## config.mk

```make
export PLATFORM = sky130hd
export DESIGN_NAME = radio_frame_builder_xor_top
export DESIGN_NICKNAME = d
export VERILOG_FILES = /design/src/rfbx_pkg.sv /design/src/radio_frame_builder_xor_top.sv /design/src/rfbx_front.sv /design/src/rfbx_fifo.sv /design/src/rfbx_back.sv
export SDC_FILE = /design/constraint.sdc
export NUM_CORES = 1
export LEC_CHECK = 0
export ABC_CLOCK_PERIOD_IN_PS = 3400
export BUFFER_PORTS_ARGS = -buffer_cell sky130_fd_sc_hd__buf_2
export CELL_PAD_IN_SITES_DETAIL_PLACEMENT = 2
export CELL_PAD_IN_SITES_GLOBAL_PLACEMENT = 2
export CORE_MARGIN = 8
export CORE_UTILIZATION = 37
export CTS_CLUSTER_SIZE = 25
export DETAILED_ROUTE_END_ITERATION = 8
export GPL_TIMING_DRIVEN = 0
export PLACE_DENSITY_LB_ADDON = 0.08
export SYNTH_ARGS = -nofsm -noshare
export SYNTH_HDL_FRONTEND = slang
export SYNTH_SLANG_ARGS = --single-unit
```

## constraint.sdc

```tcl
create_clock -name aclk -period 3.4 [get_ports aclk]
set_input_delay 0.68 -clock aclk [delete_from_list [all_inputs] [get_ports aclk]]
set_output_delay 0.68 -clock aclk [all_outputs]
set_load 0.02 [all_outputs]
```

## src/rfbx_pkg.sv

```systemverilog
package rfbx_pkg;

    // Frame byte constants
    localparam logic [7:0] HEAD_BYTE  = 8'hAA;
    localparam logic [7:0] TAIL_BYTE  = 8'h55;
    localparam logic [7:0] REPLY_BYTE = 8'h00;
    localparam logic [3:0] NIB_MASK   = 4'hF;

    // Byte positions within a frame, counted from the 0xAA head byte
    localparam logic [3:0] POS_HEAD   = 4'd0;
    localparam logic [3:0] POS_LEN    = 4'd1;
    localparam logic [3:0] POS_CMD    = 4'd2;
    localparam logic [3:0] POS_ID0    = 4'd3;
    localparam logic [3:0] POS_ID1    = 4'd4;
    localparam logic [3:0] POS_ID2    = 4'd5;
    localparam logic [3:0] POS_ID3    = 4'd6;
    localparam logic [3:0] POS_BODY   = 4'd7;
    localparam logic [3:0] POS_CSUM   = 4'd8;
    localparam logic [3:0] POS_TAIL   = 4'd9;

    // Input item op codes
    localparam logic OP_START = 1'b0;
    localparam logic OP_DATA  = 1'b1;

    // Kind of work handed from the front to the back
    typedef enum logic [1:0] {
        KIND_HEAD = 2'd0,   // header bytes, positions 0..7
        KIND_DATA = 2'd1,   // one payload byte at the body position
        KIND_ERR  = 2'd2    // stray payload, one flagged zero byte
    } kind_t;

    // One queued job: everything the back needs to emit its bytes
    typedef struct packed {
        kind_t       kind;
        logic        trailer;    // append checksum and 0x55
        logic [7:0]  csum;       // checksum used by the trailer
        logic [7:0]  frame_len;
        logic [7:0]  command;
        logic [15:0] command_id;
        logic [7:0]  body;       // byte at the body position
    } job_t;

endpackage

```

## src/radio_frame_builder_xor_top.sv

```systemverilog
// Channel | Dir | Handshake           | Contents
// s_      | in  | s_tvalid / s_tready | tuser: op; tdata: len, command, command_id, data_byte
// m_      | out | m_tvalid / m_tready | tdata: out_byte; tlast: last; tuser: frame_end, error
//
// Bytes: a start item emits 8 output bytes, 10 when its length is zero; a
//   payload item emits 1 byte, 3 when it closes the frame; a stray payload 1.
//   The back's output register sends one byte per cycle while a job is queued and m_ does not stall.
// Path: an accepted item is written into the job queue, then its first byte into the output register.
// Reset: synchronous, active low; clears frame state, job queue and output valid.
// Stalls: a two-job queue lets the front keep taking items while m_ stalls, until the queue is full.
module radio_frame_builder_xor_top
    import rfbx_pkg::*;
(
    input  logic        aclk,
    input  logic        aresetn,
    input  logic        s_tvalid,
    output logic        s_tready,
    input  logic [39:0] s_tdata,   // frame_len[7:0], command[15:8], command_id[31:16],
                                   // data_byte[39:32]
    input  logic [0:0]  s_tuser,   // op[0]
    output logic        m_tvalid,
    input  logic        m_tready,
    output logic [7:0]  m_tdata,   // out_byte[7:0]
    output logic        m_tlast,
    output logic [1:0]  m_tuser    // frame_end[0], error[1]
);

    job_t push_job;
    job_t head_job;
    logic q_push;
    logic q_pop;
    logic q_full;
    logic q_empty;

    rfbx_front u_front (
        .aclk     (aclk),
        .aresetn  (aresetn),
        .s_tvalid (s_tvalid),
        .s_tready (s_tready),
        .s_tdata  (s_tdata),
        .s_tuser  (s_tuser),
        .q_full   (q_full),
        .q_push   (q_push),
        .q_job    (push_job)
    );

    rfbx_fifo u_fifo (
        .aclk     (aclk),
        .aresetn  (aresetn),
        .push     (q_push),
        .push_job (push_job),
        .full     (q_full),
        .pop      (q_pop),
        .head_job (head_job),
        .empty    (q_empty)
    );

    rfbx_back u_back (
        .aclk     (aclk),
        .aresetn  (aresetn),
        .head_job (head_job),
        .q_empty  (q_empty),
        .q_pop    (q_pop),
        .m_tvalid (m_tvalid),
        .m_tready (m_tready),
        .m_tdata  (m_tdata),
        .m_tlast  (m_tlast),
        .m_tuser  (m_tuser)
    );

endmodule

```

## src/rfbx_front.sv

```systemverilog
module rfbx_front
    import rfbx_pkg::*;
(
    input  logic        aclk,
    input  logic        aresetn,
    input  logic        s_tvalid,
    output logic        s_tready,
    input  logic [39:0] s_tdata,
    input  logic [0:0]  s_tuser,
    input  logic        q_full,
    output logic        q_push,
    output job_t        q_job
);

    logic        in_frame_reg, in_frame_next;
    logic [7:0]  bytes_left_reg, bytes_left_next;
    logic [7:0]  xor_reg, xor_next;

    logic        op;
    logic [7:0]  frame_len;
    logic [7:0]  command;
    logic [15:0] command_id;
    logic [7:0]  data_byte;
    logic [7:0]  head_xor;
    logic [7:0]  data_xor;
    logic        accept;

    // Field unpacking
    assign op         = s_tuser[0];
    assign frame_len  = s_tdata[7:0];
    assign command    = s_tdata[15:8];
    assign command_id = s_tdata[31:16];
    assign data_byte  = s_tdata[39:32];

    assign s_tready = !q_full;
    assign accept   = s_tvalid && s_tready;
    assign q_push   = accept;

    // Checksum of a whole header, and running checksum after one payload byte
    assign head_xor = HEAD_BYTE ^ frame_len ^ command ^ REPLY_BYTE
                    ^ {4'h0, command_id[3:0] & NIB_MASK}
                    ^ {4'h0, command_id[7:4] & NIB_MASK}
                    ^ {4'h0, command_id[11:8] & NIB_MASK}
                    ^ {4'h0, command_id[15:12] & NIB_MASK};
    assign data_xor = xor_reg ^ data_byte;

    // Classify the item and advance the frame state
    always_comb begin
        in_frame_next   = in_frame_reg;
        bytes_left_next = bytes_left_reg;
        xor_next        = xor_reg;
        q_job.kind       = KIND_ERR;
        q_job.trailer    = 1'b0;
        q_job.csum       = 8'h00;
        q_job.frame_len  = frame_len;
        q_job.command    = command;
        q_job.command_id = command_id;
        q_job.body       = 8'h00;
        if (op == OP_START) begin
            q_job.kind = KIND_HEAD;
            q_job.body = REPLY_BYTE;
            if (frame_len == 8'h00) begin
                q_job.trailer   = 1'b1;
                q_job.csum      = head_xor;
                in_frame_next   = 1'b0;
                bytes_left_next = 8'h00;
                xor_next        = 8'h00;
            end else begin
                in_frame_next   = 1'b1;
                bytes_left_next = frame_len;
                xor_next        = head_xor;
            end
        end else if (in_frame_reg) begin
            q_job.kind = KIND_DATA;
            q_job.body = data_byte;
            if (bytes_left_reg == 8'h01) begin
                q_job.trailer   = 1'b1;
                q_job.csum      = data_xor;
                in_frame_next   = 1'b0;
                bytes_left_next = 8'h00;
                xor_next        = 8'h00;
            end else begin
                bytes_left_next = bytes_left_reg - 8'h01;
                xor_next        = data_xor;
            end
        end
    end

    always_ff @(posedge aclk) begin
        if (!aresetn) begin
            in_frame_reg   <= 1'b0;
            bytes_left_reg <= 8'h00;
            xor_reg        <= 8'h00;
        end else if (accept) begin
            in_frame_reg   <= in_frame_next;
            bytes_left_reg <= bytes_left_next;
            xor_reg        <= xor_next;
        end
    end

    // An open frame always expects at least one more payload byte
    a_open_has_bytes: assert property (@(posedge aclk) disable iff (!aresetn)
        in_frame_reg |-> bytes_left_reg != 8'h00)
        else $error("open frame with no bytes left");

    a_closed_is_clear: assert property (@(posedge aclk) disable iff (!aresetn)
        !in_frame_reg |-> (bytes_left_reg == 8'h00) && (xor_reg == 8'h00))
        else $error("closed frame holds stale state");

endmodule

```

## src/rfbx_fifo.sv

```systemverilog
module rfbx_fifo
    import rfbx_pkg::*;
(
    input  logic aclk,
    input  logic aresetn,
    input  logic push,
    input  job_t push_job,
    output logic full,
    input  logic pop,
    output job_t head_job,
    output logic empty
);

    job_t       mem_reg [2];
    logic       wr_ptr_reg, wr_ptr_next;
    logic       rd_ptr_reg, rd_ptr_next;
    logic [1:0] count_reg, count_next;

    assign full     = count_reg == 2'd2;
    assign empty    = count_reg == 2'd0;
    assign head_job = mem_reg[rd_ptr_reg];

    // Pointer and fill count update
    always_comb begin
        wr_ptr_next = push ? !wr_ptr_reg : wr_ptr_reg;
        rd_ptr_next = pop ? !rd_ptr_reg : rd_ptr_reg;
        count_next  = count_reg;
        if (push && !pop) begin
            count_next = count_reg + 2'd1;
        end else if (pop && !push) begin
            count_next = count_reg - 2'd1;
        end
    end

    always_ff @(posedge aclk) begin
        if (!aresetn) begin
            wr_ptr_reg <= 1'b0;
            rd_ptr_reg <= 1'b0;
            count_reg  <= 2'd0;
        end else begin
            wr_ptr_reg <= wr_ptr_next;
            rd_ptr_reg <= rd_ptr_next;
            count_reg  <= count_next;
        end
    end

    // Job storage
    always_ff @(posedge aclk) begin
        if (push) begin
            mem_reg[wr_ptr_reg] <= push_job;
        end
    end

    a_no_overflow: assert property (@(posedge aclk) disable iff (!aresetn)
        full |-> !push)
        else $error("job queue overflow");

    a_no_underflow: assert property (@(posedge aclk) disable iff (!aresetn)
        empty |-> !pop)
        else $error("job queue underflow");

endmodule

```

## src/rfbx_back.sv

```systemverilog
module rfbx_back
    import rfbx_pkg::*;
(
    input  logic       aclk,
    input  logic       aresetn,
    input  job_t       head_job,
    input  logic       q_empty,
    output logic       q_pop,
    output logic       m_tvalid,
    input  logic       m_tready,
    output logic [7:0] m_tdata,
    output logic       m_tlast,
    output logic [1:0] m_tuser
);

    logic [3:0] step_reg, step_next;
    logic       m_tvalid_reg, m_tvalid_next;
    logic [7:0] m_tdata_reg, m_tdata_next;
    logic       m_tlast_reg, m_tlast_next;
    logic [1:0] m_tuser_reg, m_tuser_next;

    logic [3:0] pos;
    logic [3:0] last_pos;
    logic       emit;
    logic       is_last;
    logic [7:0] byte_sel;

    // Header jobs start at the head byte, others at the body position
    assign pos      = (head_job.kind == KIND_HEAD) ? step_reg : step_reg + POS_BODY;
    assign last_pos = head_job.trailer ? POS_TAIL : POS_BODY;
    assign is_last  = pos == last_pos;
    assign emit     = !q_empty && (!m_tvalid_reg || m_tready);
    assign q_pop    = emit && is_last;

    // Byte select by frame position
    always_comb begin
        case (pos)
            POS_HEAD: byte_sel = HEAD_BYTE;
            POS_LEN:  byte_sel = head_job.frame_len;
            POS_CMD:  byte_sel = head_job.command;
            POS_ID0:  byte_sel = {4'h0, head_job.command_id[3:0] & NIB_MASK};
            POS_ID1:  byte_sel = {4'h0, head_job.command_id[7:4] & NIB_MASK};
            POS_ID2:  byte_sel = {4'h0, head_job.command_id[11:8] & NIB_MASK};
            POS_ID3:  byte_sel = {4'h0, head_job.command_id[15:12] & NIB_MASK};
            POS_BODY: byte_sel = head_job.body;
            POS_CSUM: byte_sel = head_job.csum;
            POS_TAIL: byte_sel = TAIL_BYTE;
            default:  byte_sel = 8'h00;
        endcase
    end

    // Step counter and output register
    always_comb begin
        step_next     = step_reg;
        m_tvalid_next = m_tvalid_reg;
        m_tdata_next  = m_tdata_reg;
        m_tlast_next  = m_tlast_reg;
        m_tuser_next  = m_tuser_reg;
        if (m_tready) begin
            m_tvalid_next = 1'b0;
        end
        if (emit) begin
            step_next     = is_last ? 4'd0 : step_reg + 4'd1;
            m_tvalid_next = 1'b1;
            m_tdata_next  = byte_sel;
            m_tlast_next  = is_last;
            m_tuser_next  = {head_job.kind == KIND_ERR, pos == POS_TAIL};
        end
    end

    always_ff @(posedge aclk) begin
        if (!aresetn) begin
            step_reg     <= 4'd0;
            m_tvalid_reg <= 1'b0;
        end else begin
            step_reg     <= step_next;
            m_tvalid_reg <= m_tvalid_next;
        end
    end

    always_ff @(posedge aclk) begin
        m_tdata_reg <= m_tdata_next;
        m_tlast_reg <= m_tlast_next;
        m_tuser_reg <= m_tuser_next;
    end

    assign m_tvalid = m_tvalid_reg;
    assign m_tdata  = m_tdata_reg;
    assign m_tlast  = m_tlast_reg;
    assign m_tuser  = m_tuser_reg;

    // Closing byte and error byte both end their item
    a_end_is_last: assert property (@(posedge aclk) disable iff (!aresetn)
        m_tvalid && m_tuser[0] |-> m_tlast && (m_tdata == TAIL_BYTE))
        else $error("frame end not on the closing byte");

    a_err_byte: assert property (@(posedge aclk) disable iff (!aresetn)
        m_tvalid && m_tuser[1] |-> m_tlast && (m_tdata == 8'h00) && !m_tuser[0])
        else $error("malformed error byte");

endmodule

```

==> results_dict.tcl <==
set metrics [dict create \
    finalWirelength_mm 22.24 \
    grt_overflow 0 \
    critPathLaunchType "register" \
    end_kind "register" \
    switchingPower_uw 2497 \
    cts_buffer_depth 2 \
    critPathArrivalTime_ns 3.61 \
    min_path_type "input pin to register" \
    finalCritPeriodShare_pct 95.66 \
    ys.flop_type "edfxtp_1" \
    ys_seq_area_share_pct 57.26 \
    pin_count 58 \
    dieArea_um2 23180 \
    synth.distinct_cells 69 \
    drive_gt1_share_pct 22.65 \
    grt_max_degree 28 \
    totalPowerFinal_uw 6862 \
    grt_pass1_wl_mm 34.74 \
    rsz0062_at_grt "no" \
    wl_met1_mm 9.604 \
    fin_skew_ns 0.01076 \
    critPathKind "register to register" \
    synth_top_area_cell "edfxtp_1" \
    required_ns 3.75 \
    status "finished clean" \
    drt.antenna.violating_nets 0 \
    cts_tree "built" \
    async_reset_ff_share_pct 0 \
    tightestPinTransition_ns 1.408 \
    yosys.area.top_type_share_pct 49.39 \
    port_buffers 57 \
    p_seq_share_pct 36.1 \
    finalMaxSlewViolations 0 \
    fmax_mhz 307.5 \
    netlist_area_um2 6870 \
    p_per_area_nw_per_um2 835.2 \
    gp_congestion 0.8267 \
    design_area_um2 8217 \
    stdcell_count 883 \
    power_frac_comb_pct 35.9 \
    power.leakage_uw 0.002882 \
    internal_power_uw 4365 \
    dpl_cell_area_um2 7497 \
    synth.avg_cell_area_um2 12.38 \
    drv_cap 0 \
    h-tree-depth 4 \
    rows 50 \
    drt-initial-drc-count 229 \
    antenna_found_initial 0 \
    place_hpwl_mm 15.68 \
    highest_layer "met4" \
    root_buffer "clkbuf_16" \
    timing.final.hold_violations 0 \
    dp.cells 848 \
    r2r_setup_slack_ns 0.15 \
    via_count 5065 \
    clk_pin_slew_ns 0.06 \
    clkPwrFrac_pct 28.0 \
    drc 0 \
    synth_edf_count 113 \
    finalCriticalPeriod_ns 3.253 \
    firstDrtPassIters 5 \
    numCtsBuffers 17 \
    clk_latency_ns 0.43 \
    fin_setup_tns_ns 0 \
    largest_reg_flops 102 \
    met3WireLength_um 807 \
    initial_core_util_pct 37.23 \
    area_delta_synth_final_pct 19.60 \
    wl_per_cell_um 25.19 \
    grt_pass1_vias 5708 \
    die_h_um 152.3 \
    cts_sinks 140 \
    path_max_fanout 10 \
    nets 686 \
    synthTopCellsByArea "edfxtp_1 (49%), dfxtp_1 (7.9%), mux2i_1 (4.5%)" \
    grt_util_all_layers_pct 19.73 \
    p_sw_share_pct 36.39 \
    n_antenna_cell 0 \
    layout_commonest_cell "edfxtp_1" \
    finalSetupViolations 0 \
    mappedNetlistNets 605 \
    fp.dieW_um 152.3 \
    maxSlewHeadroom_pct 5.814 \
    viasPerCell 5.736 \
    core_area_um2 18460 \
    wl_met2_mm 11.34 \
    yosysWarnings 0 \
    layout_common_cells "edfxtp_1 (113), buf_2 (63), xnor2_1 (33), mux2i_1 (31), nand2_1 (29)" \
    synth_seq_cells 140 \
    peakVddDrop_v 0.0004055 \
    syn_inst 555 \
]
==> layout make-up <==
cell class,instances,area [um2]
plain buffers,28,142.6
clock buffers,18,429.2
clock inverters,14,167.7
fillers,1851,10240
inverters,25,93.84
multi-input cells,362,2804
flip-flops and latches,140,3939
well taps,234,292.8
repair buffers,62,347.8
==> power by group through the flow <==
stage	registers, uW	clock network [uW]	logic [uW]
global placement	2490	0	2220
detailed placement	2500	0	2340
finish	2480	1920	2470
CTS	2480	1940	2440
global route	2520	2020	2660
floorplan	2560	0	1430
==> logic make-up after synthesis <==
| logic type | Yosys count | share of synthesized area [%] |
|---|---|---|
| flops | 140 | 57.26 |
| compound gates | 127 | 13.75 |
| xor+xnor | 40 | 5.099 |
| mux | 51 | 8.505 |
| fa+ha+maj | 5 | 0.9106 |
| buf+inv | 53 | 3.223 |
| simple gates | 139 | 11.25 |
==> metal layers <==
layer | GRT usage (%) | up-vias
met4 | 6.949 | 0
met3 | 4.027 | 35
met1 | 23.52 | 2606
met5 | 0 | -
li1 | - | 2300
met2 | 34.67 | 124
==> cell usage after synthesis, drive strengths merged (5+ instances only) <==
cell / count
o221ai: 9
nand3: 11
o21ai: 29
buf: 10
inv: 25
mux2i: 31
nor3: 12
xnor2: 33
ha: 5
a21oi: 8
and3: 12
mux2: 16
a21boi: 5
nand2: 29
o22ai: 13
and2: 6
nand2b: 7
or3: 7
edfxtp: 113
o211ai: 6
o32ai: 10
clkbuf: 18
xor2: 7
a22oi: 15
dfxtp: 27
nor2: 18
nor2b: 14
==> repair_timing <==
item                       CTS  global route
hold endpoints to repair     0             0
setup buffers                0             3
setup endpoints to repair   10             3
gates cloned                 0             0
gates resized for setup     13            13
hold buffers                 0             0
pin swaps                    1             2
==> final timing paths <==
path                      startpoint               endpoint  cells after the start
setup / recovery  u_back.step_reg[0]    u_fifo.count_reg[1]                     13
hold / removal           s_tdata[24]  u_fifo.mem_reg[0][16]                      1
setup reg to reg  u_back.step_reg[0]    u_fifo.count_reg[1]                     13
hold reg to reg    u_fifo.rd_ptr_reg               register                      2
==> per-stage QoR <==
step / utilization [%] / hold WS, ns / setup slack, ns
after floorplan: - / 0.4516 / 0.2012
after global placement: 40.37 / 0.4612 / -0.4535
after detailed placement: 40.62 / 0.4891 / -0.5009
after CTS: 44.15 / 0.4630 / 0.004452
after global routing: 44.52 / 0.4631 / 0.02527
final: 44.52 / 0.4738 / 0.1475
==> worst max-delay path: stages, from the launching register on <==
cell	delay [ns]
dfxtp_4	0.37
inv_2	0.08
buf_4	0.19
ha_4	0.20
or3_4	0.36
a31oi_4	0.21
a211oi_4	0.11
or3_4	0.42
buf_6	0.15
a21oi_4	0.18
inv_1	0.08
ha_1	0.32
or3_1	0.38
a21boi_1	0.14
No activity file was read; power rests on OpenSTA's default activity.
